$ cat src/hw/rtl/rtcm3_pkg.sv
// Shared types and constants for the RTCM3 station position extractor.
package rtcm3_pkg;

  localparam logic [7:0]  PREAMBLE     = 8'hD3;
  localparam logic [11:0] MSG_1005     = 12'd1005;
  localparam logic [11:0] MSG_1006     = 12'd1006;
  // payload_length + 6 >= 22
  localparam logic [9:0]  MIN_PAYLOAD  = 10'd16;
  // last byte index = payload_length + FRAME_TAIL
  localparam logic [10:0] FRAME_TAIL   = 11'd5;

  localparam logic [10:0] POS_LEN_HI   = 11'd1;
  localparam logic [10:0] POS_LEN_LO   = 11'd2;
  localparam logic [10:0] POS_TYPE_HI  = 11'd3;
  localparam logic [10:0] POS_TYPE_LO  = 11'd4;

  localparam int FIELD_BYTES = 22;
  localparam int CAP_IDX_W   = 6;
  localparam int QUEUE_DEPTH = 2;

  typedef logic [8*FIELD_BYTES-1:0] frame_vec_t;

  typedef struct packed {
    logic [7:0]           data;
    logic [CAP_IDX_W-1:0] idx;
    logic                 cap_en;
    logic                 report;
    logic                 is_1006;
  } qent_t;

endpackage

$ cat src/hw/rtl/rtcm3_if.sv
// Channel interfaces: byte input, station result output, configuration write.
interface rtcm3_in_if;
  logic       valid;
  logic       ready;
  logic [7:0] rx_byte;
  modport source (output valid, output rx_byte, input ready);
  modport sink (input valid, input rx_byte, output ready);
endinterface

interface rtcm3_out_if;
  logic               valid;
  logic               ready;
  logic [11:0]        station_id;
  logic [5:0]         itrf_year;
  logic               is_type_1006;
  logic signed [37:0] ecef_x;
  logic signed [37:0] ecef_y;
  logic signed [37:0] ecef_z;
  modport source (output valid, output station_id, output itrf_year, output is_type_1006,
                  output ecef_x, output ecef_y, output ecef_z, input ready);
  modport sink (input valid, input station_id, input itrf_year, input is_type_1006,
                input ecef_x, input ecef_y, input ecef_z, output ready);
endinterface

interface rtcm3_cfg_if;
  logic valid;
  logic ready;
  logic once_only;
  modport source (output valid, output once_only, input ready);
  modport sink (input valid, input once_only, output ready);
endinterface

$ cat src/hw/rtl/rtcm3_station_position_extract.sv
// Top level of the RTCM3 1005/1006 station position extractor.
//
//   channel   dir  request                   handshake
//   in_ch     in   one stream byte           valid/ready
//   out_ch    out  one station result        valid/ready
//   cfg_ch    in   once_only register write  valid/ready (ready tied high)
//
// One byte per cycle sustained; in_ch.ready drops only when the two-entry
// queue is full. A result is registered once the last byte leaves the queue.
// A result waiting on out_ch stalls the back end only at the next report;
// other bytes keep draining. Synchronous reset; no clearing pass.
module rtcm3_station_position_extract #(
  parameter int CAPTURE_BYTES = 22
) (
  input  logic          clk,
  input  logic          rst_n,
  rtcm3_in_if.sink      in_ch,
  rtcm3_out_if.source   out_ch,
  rtcm3_cfg_if.sink     cfg_ch
);

  logic             q_push;
  rtcm3_pkg::qent_t q_entry;
  logic             q_ready;
  logic             q_valid;
  rtcm3_pkg::qent_t q_head;
  logic             q_pop;

  rtcm3_front #(.CAPTURE_BYTES(CAPTURE_BYTES)) u_front (
    .clk     (clk),
    .rst_n   (rst_n),
    .in_ch   (in_ch),
    .cfg_ch  (cfg_ch),
    .q_push  (q_push),
    .q_entry (q_entry),
    .q_ready (q_ready)
  );

  rtcm3_queue u_queue (
    .clk        (clk),
    .rst_n      (rst_n),
    .push       (q_push),
    .push_entry (q_entry),
    .ready      (q_ready),
    .valid      (q_valid),
    .head       (q_head),
    .pop        (q_pop)
  );

  rtcm3_back #(.CAPTURE_BYTES(CAPTURE_BYTES)) u_back (
    .clk     (clk),
    .rst_n   (rst_n),
    .q_valid (q_valid),
    .q_head  (q_head),
    .q_pop   (q_pop),
    .out_ch  (out_ch)
  );

`ifndef SYNTHESIS
  a_no_overflow: assert property (@(posedge clk) disable iff (!rst_n)
    q_push |-> q_ready)
    else $error("queue push while full");

  a_result_from_report: assert property (@(posedge clk) disable iff (!rst_n)
    $rose(out_ch.valid) |-> $past(q_pop && q_head.report))
    else $error("result without a report entry");

  a_report_held: assert property (@(posedge clk) disable iff (!rst_n)
    (q_valid && q_head.report && out_ch.valid && !out_ch.ready) |-> !q_pop)
    else $error("report popped over a pending result");
`endif

endmodule

$ cat src/hw/rtl/rtcm3_front.sv
// Frame tracker: finds preambles, decodes header, tags bytes for the back end.
module rtcm3_front #(
  parameter int CAPTURE_BYTES
) (
  input  logic                clk,
  input  logic                rst_n,
  rtcm3_in_if.sink            in_ch,
  rtcm3_cfg_if.sink           cfg_ch,
  output logic                q_push,
  output rtcm3_pkg::qent_t    q_entry,
  input  logic                q_ready
);

  localparam logic PH_HUNT  = 1'b0;
  localparam logic PH_FRAME = 1'b1;

  logic        phase_r, phase_nxt;
  logic [10:0] pos_r, pos_nxt;
  logic [9:0]  pl_r, pl_nxt;
  logic [11:0] mt_r, mt_nxt;
  logic        found_r, found_nxt;
  logic        once_only_r;
  logic        in_fire;
  logic        last_byte;
  logic        type_ok;
  logic        report;

  assign in_ch.ready  = q_ready;
  assign cfg_ch.ready = 1'b1;
  assign in_fire      = in_ch.valid && q_ready;

  assign last_byte = (pos_r == ({1'b0, pl_r} + rtcm3_pkg::FRAME_TAIL));
  assign type_ok   = (mt_r == rtcm3_pkg::MSG_1005) || (mt_r == rtcm3_pkg::MSG_1006);
  assign report    = last_byte && type_ok && (pl_r >= rtcm3_pkg::MIN_PAYLOAD)
                     && !(once_only_r && found_r);

  always_comb begin
    phase_nxt = phase_r;
    pos_nxt   = pos_r;
    pl_nxt    = pl_r;
    mt_nxt    = mt_r;
    found_nxt = found_r;
    q_push    = 1'b0;
    q_entry   = '{data: in_ch.rx_byte,
                  idx: pos_r[rtcm3_pkg::CAP_IDX_W-1:0],
                  cap_en: (pos_r < 11'(CAPTURE_BYTES)),
                  report: report,
                  is_1006: (mt_r == rtcm3_pkg::MSG_1006)};
    if (in_fire) begin
      unique case (phase_r)
        PH_HUNT: begin
          if (in_ch.rx_byte == rtcm3_pkg::PREAMBLE) begin
            q_push         = 1'b1;
            q_entry.idx    = '0;
            q_entry.cap_en = 1'b1;
            q_entry.report = 1'b0;
            pos_nxt        = 11'd1;
            pl_nxt         = '0;
            mt_nxt         = '0;
            phase_nxt      = PH_FRAME;
          end
        end
        PH_FRAME: begin
          q_push = 1'b1;
          unique case (pos_r)
            rtcm3_pkg::POS_LEN_HI:  pl_nxt = {in_ch.rx_byte[1:0], 8'h00};
            rtcm3_pkg::POS_LEN_LO:  pl_nxt = {pl_r[9:8], in_ch.rx_byte};
            rtcm3_pkg::POS_TYPE_HI: mt_nxt = {in_ch.rx_byte, 4'h0};
            rtcm3_pkg::POS_TYPE_LO: mt_nxt = {mt_r[11:4], in_ch.rx_byte[7:4]};
            default: ;
          endcase
          if (last_byte) begin
            phase_nxt = PH_HUNT;
            pos_nxt   = '0;
            if (report) begin
              found_nxt = 1'b1;
            end
          end else begin
            pos_nxt = pos_r + 11'd1;
          end
        end
        default: ;
      endcase
    end
  end

  always_ff @(posedge clk) begin
    if (!rst_n) begin
      phase_r     <= PH_HUNT;
      pos_r       <= '0;
      pl_r        <= '0;
      mt_r        <= '0;
      found_r     <= 1'b0;
      once_only_r <= 1'b1;
    end else begin
      phase_r <= phase_nxt;
      pos_r   <= pos_nxt;
      pl_r    <= pl_nxt;
      mt_r    <= mt_nxt;
      found_r <= found_nxt;
      if (cfg_ch.valid) begin
        once_only_r <= cfg_ch.once_only;
      end
    end
  end

endmodule

$ cat src/hw/rtl/rtcm3_queue.sv
// Two-entry queue of tagged bytes between frame tracker and field assembler.
module rtcm3_queue (
  input  logic             clk,
  input  logic             rst_n,
  input  logic             push,
  input  rtcm3_pkg::qent_t push_entry,
  output logic             ready,
  output logic             valid,
  output rtcm3_pkg::qent_t head,
  input  logic             pop
);

  localparam int PTR_W = $clog2(rtcm3_pkg::QUEUE_DEPTH);
  localparam int CNT_W = $clog2(rtcm3_pkg::QUEUE_DEPTH + 1);

  rtcm3_pkg::qent_t     mem_r [rtcm3_pkg::QUEUE_DEPTH];
  logic [PTR_W-1:0]     wr_ptr_r;
  logic [PTR_W-1:0]     rd_ptr_r;
  logic [CNT_W-1:0]     cnt_r, cnt_nxt;

  assign ready = (cnt_r != CNT_W'(rtcm3_pkg::QUEUE_DEPTH));
  assign valid = (cnt_r != '0);
  assign head  = mem_r[rd_ptr_r];

  always_comb begin
    cnt_nxt = cnt_r;
    if (push && !pop) begin
      cnt_nxt = cnt_r + CNT_W'(1);
    end else if (pop && !push) begin
      cnt_nxt = cnt_r - CNT_W'(1);
    end
  end

  always_ff @(posedge clk) begin
    if (push) begin
      mem_r[wr_ptr_r] <= push_entry;
    end
  end

  always_ff @(posedge clk) begin
    if (!rst_n) begin
      wr_ptr_r <= '0;
      rd_ptr_r <= '0;
      cnt_r    <= '0;
    end else begin
      cnt_r <= cnt_nxt;
      if (push) begin
        wr_ptr_r <= wr_ptr_r + PTR_W'(1);
      end
      if (pop) begin
        rd_ptr_r <= rd_ptr_r + PTR_W'(1);
      end
    end
  end

endmodule

$ cat src/hw/rtl/rtcm3_back.sv
// Field assembler: stores frame bytes and registers station results.
module rtcm3_back #(
  parameter int CAPTURE_BYTES
) (
  input  logic             clk,
  input  logic             rst_n,
  input  logic             q_valid,
  input  rtcm3_pkg::qent_t q_head,
  output logic             q_pop,
  rtcm3_out_if.source      out_ch
);

  localparam int IDX_W = $clog2(CAPTURE_BYTES);

  logic [7:0]            cap_r [CAPTURE_BYTES];
  rtcm3_pkg::frame_vec_t frame_vec;
  logic                  out_valid_r, out_valid_nxt;
  logic [11:0]           station_id_r;
  logic [5:0]            itrf_year_r;
  logic                  is_1006_r;
  logic signed [37:0]    ecef_x_r;
  logic signed [37:0]    ecef_y_r;
  logic signed [37:0]    ecef_z_r;
  logic                  load;

  assign q_pop = q_valid && !(q_head.report && out_valid_r && !out_ch.ready);
  assign load  = q_pop && q_head.report;

  // Stored bytes with the byte being popped merged in
  always_comb begin
    logic [7:0] cur;
    for (int i = 0; i < rtcm3_pkg::FIELD_BYTES; i++) begin
      cur = cap_r[i];
      if (q_head.cap_en && (q_head.idx == rtcm3_pkg::CAP_IDX_W'(i))) begin
        cur = q_head.data;
      end
      frame_vec[8*(rtcm3_pkg::FIELD_BYTES-1-i) +: 8] = cur;
    end
  end

  always_comb begin
    out_valid_nxt = out_valid_r;
    if (load) begin
      out_valid_nxt = 1'b1;
    end else if (out_ch.ready) begin
      out_valid_nxt = 1'b0;
    end
  end

  always_ff @(posedge clk) begin
    if (q_pop && q_head.cap_en) begin
      cap_r[q_head.idx[IDX_W-1:0]] <= q_head.data;
    end
    if (load) begin
      station_id_r <= frame_vec[139:128];
      itrf_year_r  <= frame_vec[127:122];
      is_1006_r    <= q_head.is_1006;
      ecef_x_r     <= $signed(frame_vec[117:80]);
      ecef_y_r     <= $signed(frame_vec[77:40]);
      ecef_z_r     <= $signed(frame_vec[37:0]);
    end
  end

  always_ff @(posedge clk) begin
    if (!rst_n) begin
      out_valid_r <= 1'b0;
    end else begin
      out_valid_r <= out_valid_nxt;
    end
  end

  assign out_ch.valid        = out_valid_r;
  assign out_ch.station_id   = station_id_r;
  assign out_ch.itrf_year    = itrf_year_r;
  assign out_ch.is_type_1006 = is_1006_r;
  assign out_ch.ecef_x       = ecef_x_r;
  assign out_ch.ecef_y       = ecef_y_r;
  assign out_ch.ecef_z       = ecef_z_r;

endmodule
$ cat src/flat_wrapper.sv
// flat-port wrapper written by rule: the top's interface ports become plain ports
module rtcm3_station_position_extract_flat 
#(
  parameter int CAPTURE_BYTES = 22
)
  (clk, rst_n, in_ch_valid, in_ch_rx_byte, in_ch_ready, out_ch_valid, out_ch_station_id, out_ch_itrf_year, out_ch_is_type_1006, out_ch_ecef_x, out_ch_ecef_y, out_ch_ecef_z, out_ch_ready, cfg_ch_valid, cfg_ch_once_only, cfg_ch_ready);
  rtcm3_in_if in_ch_i ();
  rtcm3_out_if out_ch_i ();
  rtcm3_cfg_if cfg_ch_i ();
  input  logic clk;
  input  logic rst_n;
  input wire logic [$bits(in_ch_i.valid)-1:0] in_ch_valid;
  input wire logic [$bits(in_ch_i.rx_byte)-1:0] in_ch_rx_byte;
  output wire logic [$bits(in_ch_i.ready)-1:0] in_ch_ready;
  output wire logic [$bits(out_ch_i.valid)-1:0] out_ch_valid;
  output wire logic [$bits(out_ch_i.station_id)-1:0] out_ch_station_id;
  output wire logic [$bits(out_ch_i.itrf_year)-1:0] out_ch_itrf_year;
  output wire logic [$bits(out_ch_i.is_type_1006)-1:0] out_ch_is_type_1006;
  output wire logic [$bits(out_ch_i.ecef_x)-1:0] out_ch_ecef_x;
  output wire logic [$bits(out_ch_i.ecef_y)-1:0] out_ch_ecef_y;
  output wire logic [$bits(out_ch_i.ecef_z)-1:0] out_ch_ecef_z;
  input wire logic [$bits(out_ch_i.ready)-1:0] out_ch_ready;
  input wire logic [$bits(cfg_ch_i.valid)-1:0] cfg_ch_valid;
  input wire logic [$bits(cfg_ch_i.once_only)-1:0] cfg_ch_once_only;
  output wire logic [$bits(cfg_ch_i.ready)-1:0] cfg_ch_ready;
  assign in_ch_i.valid = in_ch_valid;
  assign in_ch_i.rx_byte = in_ch_rx_byte;
  assign in_ch_ready = in_ch_i.ready;
  assign out_ch_valid = out_ch_i.valid;
  assign out_ch_station_id = out_ch_i.station_id;
  assign out_ch_itrf_year = out_ch_i.itrf_year;
  assign out_ch_is_type_1006 = out_ch_i.is_type_1006;
  assign out_ch_ecef_x = out_ch_i.ecef_x;
  assign out_ch_ecef_y = out_ch_i.ecef_y;
  assign out_ch_ecef_z = out_ch_i.ecef_z;
  assign out_ch_i.ready = out_ch_ready;
  assign cfg_ch_i.valid = cfg_ch_valid;
  assign cfg_ch_i.once_only = cfg_ch_once_only;
  assign cfg_ch_ready = cfg_ch_i.ready;
  rtcm3_station_position_extract #(.CAPTURE_BYTES(CAPTURE_BYTES)) u_core (.clk(clk), .rst_n(rst_n), .in_ch(in_ch_i), .out_ch(out_ch_i), .cfg_ch(cfg_ch_i));
endmodule
$ cat config.mk
export PLATFORM = sky130hd
export DESIGN_NAME = rtcm3_station_position_extract_flat
export DESIGN_NICKNAME = d
export VERILOG_FILES = /design/src/hw/rtl/rtcm3_pkg.sv /design/src/hw/rtl/rtcm3_if.sv /design/src/hw/rtl/rtcm3_station_position_extract.sv /design/src/hw/rtl/rtcm3_front.sv /design/src/hw/rtl/rtcm3_queue.sv /design/src/hw/rtl/rtcm3_back.sv /design/src/flat_wrapper.sv
export SDC_FILE = /design/constraint.sdc
export NUM_CORES = 1
export LEC_CHECK = 0
export ABC_AREA = 1
export BUFFER_PORTS_ARGS = -buffer_cell sky130_fd_sc_hd__buf_4
export CORE_ASPECT_RATIO = 1.75
export CORE_MARGIN = 2
export CORE_UTILIZATION = 40
export DETAILED_ROUTE_END_ITERATION = 12
export GPL_ROUTABILITY_DRIVEN = 0
export PLACE_DENSITY_LB_ADDON = 0.05
export RECOVER_POWER = 50
export SYNTH_ARGS = -nofsm -noshare
export SYNTH_HDL_FRONTEND = slang
export SYNTH_HIERARCHICAL = 1
export SYNTH_SLANG_ARGS = --single-unit
$ cat constraint.sdc
create_clock -name clk -period 5 [get_ports clk]
set_input_delay 0.75 -clock clk [delete_from_list [all_inputs] [get_ports clk]]
set_output_delay 0.75 -clock clk [all_outputs]
set_load 0.01 [all_outputs]
==> summary.md, run 1 <==
| Metric | Value |
|---|---|
| Crit path arrival time | 3.73 ns |
| Setup TNS | 0 ns |
| Clk network pwr share | 35.6% |
| Post-layout util | 46.3% |
| Initial antenna violation count | 0 |
| Yosys warns | 6 |
| Fillers | 3,452 |
| Final setup fails | 0 |
| Maximum vdd drop | 262 uV |
| Clock transition at the registers of the reported paths | 0.06 ns |
| Post-synthesis compound-gate area fraction | 2.20% |
| Ys async rst share | 0% |
| RSZ-0062 raised after global routing | false |
| Sequential power share | 49.1% |
| Final WL | 35.0 mm |
| Tmin final | 3.54 ns |
| Starting Density | 40.5% |
| Setup CP Type | register to register |
| Max-cap violations | 5 |
| Hold-fix buffers at CTS | 0 |
| Clock sinks | 341 |
| Die width | 147 um |
| Commonest cells after routing, fill and taps aside | nand2_1, edfxtp_1, clkbuf_1 |
| Sw Pwr | 1.97 mW |
| CP startpoint kind | register |
| Critical path endpoint | u_core/u_queue/mem_r[0][8] |
| Post-synthesis simple-gate area fraction | 21.5% |
| Post-Synthesis Cell Area | 14,300 um2 |
| Port Buffers | 148 |
| PnR worst setup slack | 1.46 ns |
| Detailed-router iteration count before antenna repair | 5 |
| Reg2reg setup slack | 1.46 ns |
| Pins Over Slew Limit | 179 |
| Total Power | 7.08 mW |
| Syn Area/Cell | 11.2 um2 |
| First-pass GRT wire length | 52.9 mm |
| Start point of the worst hold path | cfg_ch_valid |
| ANT cells | 0 |
| Largest net degree at the start of global routing | 57 |
| Comb power frac | 15.3% |
| TritonCTS clock tree | done |
| Worst setup EP type | register |
| P_leak | 6.06 nW |
| Worst-case headroom to the max-slew limit | -9.04% |
| Worst-Margin Slew | 1.64 ns |
| 1st-iter DRT viols | 440 |
| Drt drc | 0 |
| Skew-Pair Late Insertion Delay | 0.58 ns |
| Number of synthesized flops with an enable pin | 299 |
| Vias per cell | 4.89 |
| Fmax | 0.283 GHz |
| CTS Root Cell | clkbuf_16 |
| Crit path from | u_core/u_front/phase_r |
| CP Data Required Time | 5.19 ns |
| Via count | 9,330 |
| Area grow syn2layout | 14.2% |
| Adder-Cell Fraction of Synth Area | 0.614% |
| Post-synthesis mux area share | 1.61% |
| Fin Hold WS | 0.379 ns |
| Layout cells sized above 1 | 7.97% |
| Internal | 5.11 mW |
| Placeable Area | 35,200 um2 |
| Cell count after synthesis | 1,272 |
| Setup WS pre-CTS | 1.67 ns |
| Worst Clk Skew | 0.0174 ns |
| Most common cell after layout, fill and taps aside | nand2_1 |
| Crit Path Max Fanout | 17 |
| Tcrit/Tclk final | 70.8% |
| # Post-CTS Setup Buffers | 0 |
| Die Footprint | 37,200 um2 |
| Die height | 254 um |
| Clk buf depth | 3 |
| Site Rows | 91 |
| Yosys reg bits | 341 |
| Synthesized Nets | 1,293 |
| IO Pins | 150 |
| Drt wl/cell | 18.4 um |
| HP Class | primary input to register |
| Failing checks | capacitance limit, slew limit |
| Grt total ovfl | 0 |
| # nets final | 1,439 |
| Netlist cell types | 40 |
| Total GRT Usage | 18.5% |
| Worst-case reg-to-reg path depth | 7 |
| Final Hold Vio Count | 0 |
| Top FF cell, synth | edfxtp_1 |
| Register area share after synthesis | 68.9% |
| Synth area leader | edfxtp_1 |
| Number of global-route vias before repair | 9,247 |
| Top-area cell type share of the netlist area | 63.0% |
| CTS buffer count | 31 |
| PD cells | 435 nW/um2 |
| Top cells by area, synth | edfxtp_1, nand2_1, dfxtp_1 |
| Synth Area in XOR/XNOR | 0.614% |
| Reg2reg start | u_core/u_front/phase_r |
| Largest family of logic cells by synthesized area | simple AND/OR/NAND/NOR gates |
| Dpl hpwl | 23.6 mm |
| RR Endpoint | u_core/u_queue/mem_r[0][8] |
| Routed Antenna Nets | 0 |
| H-tree depth | 1 |
| Outcome | finished with violations |
| Sw Ratio | 27.9% |
| # resized after CTS | 0 |
-- worst min path at each step --
stage / end / slack, ns / cells after the start
floorplan: u_core/u_front/found_r / 0.43 / 2
global placement: u_core/u_front/found_r / 0.44 / 2
detailed placement: u_core/u_front/found_r / 0.44 / 2
CTS: u_core/u_queue/mem_r[0][11] / 0.35 / 1
global route: u_core/u_front/once_only_r / 0.38 / 2
finish: u_core/u_front/once_only_r / 0.38 / 2
-- synth_stat cells (all sizes together) (7+ instances only) --
| master | number |
|---|---|
| dfxtp | 42 |
| nor3 | 22 |
| nor2 | 73 |
| nand3 | 73 |
| mux2 | 17 |
| edfxtp | 299 |
| buf | 42 |
| nand2 | 447 |
| xor2 | 10 |
| nand4 | 72 |
| inv | 86 |
| a21oi | 32 |
| clkbuf | 17 |
| ha | 7 |
| o21ai | 19 |
-- routing by layer --
layer | vias up | global-route usage (%) | wire length (um)
li1 | 4643 | - | -
met1 | 4400 | 20.2 | 13300
met2 | 229 | 36.4 | 19300
met3 | 58 | 2.24 | 1340
met4 | 0 | 6.77 | 1110
met5 | - | 0 | 0
-- stage by stage --
step	cell area (um2)	std cells
CTS	16900	1908
global placement	15800	1850
finish	16300	1908
floorplan	14300	1272
detailed placement	15800	1850
global route	16300	1908
-- worst max-delay path, cell delays in order (launching register included) --
cell and delay, ns:
dfxtp_1 0.65, inv_1 0.16, nor2_1 0.67, clkinv_1 0.24, nand2_1 0.48, inv_1 0.08
nor2_1 0.10, clkbuf_1 0.76
-- cell type report --
cell class	count	area, um2	share of cell area [%]
Sequential cell	341	9820	60.3
Timing Repair Buffer	172	752	4.62
Clock buffer	42	847	5.20
Multi-Input combinational cell	785	3710	22.8
Clock inverter	16	235	1.44
Tap cell	465	582	3.57
Inverter	87	329	2.02
-- state kept, by name, indices dropped and copies added, names as in the netlist, named ones only --
name	cells
u_core/u_back/cap_r	132
u_core/u_back/out_ch.ecef_x	38
u_core/u_back/out_ch.ecef_y	38
u_core/u_back/out_ch.ecef_z	38
u_core/u_queue/mem_r	34
u_core/u_back/out_ch.station_id	12
u_core/u_front/mt_r	12
u_core/u_front/pos_r	11
u_core/u_front/pl_r	10
u_core/u_back/out_ch.itrf_year	6
u_core/u_queue/cnt_r	2
u_core/u_back/out_ch.is_type_1006	1
u_core/u_back/out_ch.valid	1
u_core/u_front/found_r	1
u_core/u_front/once_only_r	1
u_core/u_front/phase_r	1
u_core/u_queue/rd_ptr_r	1
u_core/u_queue/wr_ptr_r	1
-- power by group through the flow --
stage / Combinational (mW) / Sequential [mW] / Clock, mW
after floorplan: 0.740 / 3.60 / 0
after global placement: 1.18 / 3.55 / 0
after detailed placement: 1.19 / 3.55 / 0
after CTS: 1.19 / 3.48 / 2.58
after global routing: 1.20 / 3.49 / 2.69
final: 1.09 / 3.48 / 2.52
-- kinds of logic after synthesis --
kind of cell               Yosys count
muxes                               17
adders and majority gates            7
and+or+nand+nor                    692
DFF                                341
xor gates and xnor gates            10
buffers and inverters              146
AOI/OAI and AO/OA                   58
other                                1
Note: power is estimated with default switching activity, not from simulation.
==> run 2: changes to the inputs <==
--- a/config.mk
+++ b/config.mk
@@ -5,7 +5,7 @@
 export SDC_FILE = /design/constraint.sdc
 export NUM_CORES = 1
 export LEC_CHECK = 0
-export ABC_AREA = 1
+export ABC_AREA = 0
 export BUFFER_PORTS_ARGS = -buffer_cell sky130_fd_sc_hd__buf_4
 export CORE_ASPECT_RATIO = 1.75
 export CORE_MARGIN = 2
==> constraint.sdc (replaced) <==
create_clock -name clk -period 2.9 [get_ports clk]
set_input_delay 0.435 -clock clk [delete_from_list [all_inputs] [get_ports clk]]
set_output_delay 0.435 -clock clk [all_outputs]
set_load 0.01 [all_outputs]
==> run 2 against run 1 <==
  * The run now ends clean
  * Setup slack lost 1.2 ns
  * Synthesized cell count shrank 33%
  * Design area shrank 2.5%
  * Clock skew shrank 0.0099 ns
  * Utilization grew 0.79 points
==> summary.md, run 2 <==
| Metric | Value |
|---|---|
| Crit path arrival time | 2.92 ns (-0.81 ns) |
| PnR worst setup slack | 0.293 ns (-1.17 ns) |
| Final Hold Vio Count | 0 (unchanged) |
| H-tree depth | 1 (unchanged) |
| Number of synthesized flops with an enable pin | 299 (unchanged) |
| Final Cell Area | 15,900 um2 (-2.5%) |
| # nets final | 1,052 (-27%) |
| First-pass GRT wire length | 46.8 mm (-12%) |
| Dpl hpwl | 21.2 mm (-10%) |
| ANT cells | 0 (unchanged) |
| # resized after CTS | 0 (unchanged) |
| Clock transition at the registers of the reported paths | 0.07 ns (about the same) |
| Yosys reg bits | 341 (unchanged) |
| Total GRT Usage | 17.4% (-1.2 points) |
| Worst setup EP type | register |
| Worst stage delay on the critical path | 0.53 ns (-0.23 ns) |
| Register area share after synthesis | 71.7% (+2.8 points) |
| Placeable Area | 33,700 um2 (-4.1%) |
| Clk buf depth | 3 (unchanged) |
| Number of global-route vias before repair | 7,776 (-16%) |
| Global route hottest layer | met2 |
| PD cells | 732 nW/um2 (+68%) |
| Met3 GRT Util | 2.21% (-0.033 points) |
| CTS Root Cell | clkbuf_16 |
| Max reg flops | 132 (unchanged) |
| Synth area leader | edfxtp_1 |
| Hold-fix buffers at CTS | 0 (unchanged) |
| P_leak | 5.19 nW (-14%) |
| Setup CP Type | register to register |
| CTS buffer count | 31 (unchanged) |
| Area grow syn2layout | 16.0% |
| 1st-iter DRT viols | 530 (+20%) |
| Tmin final | 2.61 ns (-0.932 ns) |
| Die Footprint | 35,800 um2 (-3.9%) |
| Layout cells sized above 1 | 22.8% (+15 points) |
| Most common cell after layout, fill and taps aside | edfxtp_1 |
| Top FF cell, synth | edfxtp_1 |
| Maximum vdd drop | 664 uV (+150%) |
| Fmax | 0.384 GHz (+36%) |
| Final setup fails | 0 (unchanged) |
| Crit path cell chain | mux2_1, nor4bb_1, and4b_1, buf_4, mux2_2 |
| Non-Filler Instances | 1,510 (-21%) |
| Largest net degree at the start of global routing | 54 (-5.3%) |
| Starting Density | 40.6% (+0.055 points) |
| Setup WS pre-CTS | 0.255 ns (-1.42 ns) |
| Syn Area/Cell | 16.1 um2 (+43%) |
| Netlist cell types | 71 (+78%) |
| Fillers | 3,089 (-11%) |
| Worst-Margin Slew | 0.976 ns (-0.659 ns) |
| Top cells by area, synth | edfxtp_1, mux2_2, dfxtp_1 |
| HP Class | primary input to register |
| Grt total ovfl | 0 (unchanged) |
| Post-Synthesis Cell Area | 13,700 um2 (-4.0%) |
| Drt drc | 0 (unchanged) |
| Skew-Pair Late Insertion Delay | 0.57 ns (about the same) |
| Cell count after synthesis | 852 (-33%) |
| Outcome | complete, no violations |
| Final WL | 31.1 mm (-11%) |
| Total Power | 11.6 mW (+64%) |
| Yosys warns | 6 (unchanged) |
| Setup TNS | 0 ns (unchanged) |
| Max-cap violations | 0 (-5) |
| TritonCTS clock tree | done |
| Worst-case headroom to the max-slew limit | 34.9% (+44 points) |
| # Post-CTS Setup Buffers | 0 (unchanged) |
| Pins Over Slew Limit | 0 (-100%) |
| Global Route met2 Usage | 34.1% (-2.3 points) |
| RSZ-0062 raised after global routing | false |
| CP Data Required Time | 3.21 ns (-1.98 ns) |
| Vias per cell | 5.00 (+2.3%) |
| Crit Path Max Fanout | 8 (-9) |
| Placed cells | 1,453 (-21%) |
| Count leader, synth | edfxtp_1 |
| Fin Hold WS | 0.0817 ns (-0.297 ns) |
| IO Pins | 150 (unchanged) |
| Drt wl/cell | 20.6 um (+12%) |
| Top-area cell type share of the netlist area | 65.6% (+2.6 points) |
| Detailed-router iteration count before antenna repair | 5 (unchanged) |
| Die width | 144 um (-1.9%) |
| Worst Clk Skew | 0.00756 ns (-0.00985 ns) |
| Routed Antenna Nets | 0 (unchanged) |
| Commonest cells after routing, fill and taps aside | edfxtp_1, clkbuf_1, mux2_2 |
| Post-layout util | 47.1% (+0.79 points) |
| GR Layer Usage met1 | 18.3% (-1.8 points) |
| Site Rows | 89 (-2.2%) |
| Die height | 249 um (-2.0%) |
| Critical path's slowest cell | dfxtp_1 |
| Port Buffers | 148 (unchanged) |
| Clock sinks | 341 (unchanged) |
| Ys async rst share | 0% (unchanged) |
| CP startpoint kind | register |
| Tcrit/Tclk final | 89.9% (+19 points) |
| Synth top cells by count | edfxtp_1, mux2_2, nor2_1 |
| Cell Area, Placed | 15,500 um2 (-2.0%) |
| Via count | 7,555 (-19%) |
| Initial antenna violation count | 0 (unchanged) |
| Synthesized Nets | 873 (-32%) |
==> run 2: logic make-up after synthesis <==
group / Yosys count / synth area share [%]
and+or+nand+nor: 214 / 8.76
muxes: 151 / 12.4
other: 1 / 0.0274
AOI/OAI and AO/OA: 66 / 3.24
buffers and inverters: 55 / 2.07
DFF: 341 / 71.7
adders and majority gates: 7 / 0.640
xor gates and xnor gates: 17 / 1.14
==> run 2: path summary, 6_finish.rpt <==
check | startpoint | endpoint | slack [ns] | depth (start not counted)
setup reg to reg | register | u_core/u_back/out_ch.ecef_z[5] | 0.29 | 5
hold / removal | cfg_ch_once_only | u_core/u_front/once_only_r | 0.08 | 3
setup / recovery | register | u_core/u_back/out_ch.ecef_z[5] | 0.29 | 5
hold reg to reg | u_core/u_front/mt_r[5] | u_core/u_front/mt_r[5] | 0.45 | 2
==> run 2: area by class of cell <==
class | count | area, um2 | area share [%]
Clock buffer | 38 | 802 | 5.05
Clock inverter | 19 | 149 | 0.938
Inverter | 10 | 37.5 | 0.236
Multi-Input combinational cell | 456 | 3590 | 22.6
Sequential cell | 341 | 9820 | 61.8
Tap cell | 455 | 569 | 3.59
Timing Repair Buffer | 191 | 911 | 5.74
==> run 2: where the power goes <==
part / switching [mW] / internal, mW
clock: 1.75 / 2.14
combinational: 1.16 / 0.404
sequential: 0.148 / 6.01
==> run 2: metal layers <==
| metal | routed length, um | part of all wire (%) |
|---|---|---|
| met4 | 1130 | 3.6 |
| met5 | 0 | 0 |
| met3 | 1030 | 3.3 |
| met2 | 17600 | 57 |
| met1 | 11300 | 36 |
==> run 2: critical path: cells and delay by family (launching register included) <==
family / cells / cell delay [ns]
flops: 1 / 0.53
simple gates: 2 / 0.80
buf+inv: 1 / 0.19
mux: 2 / 0.83
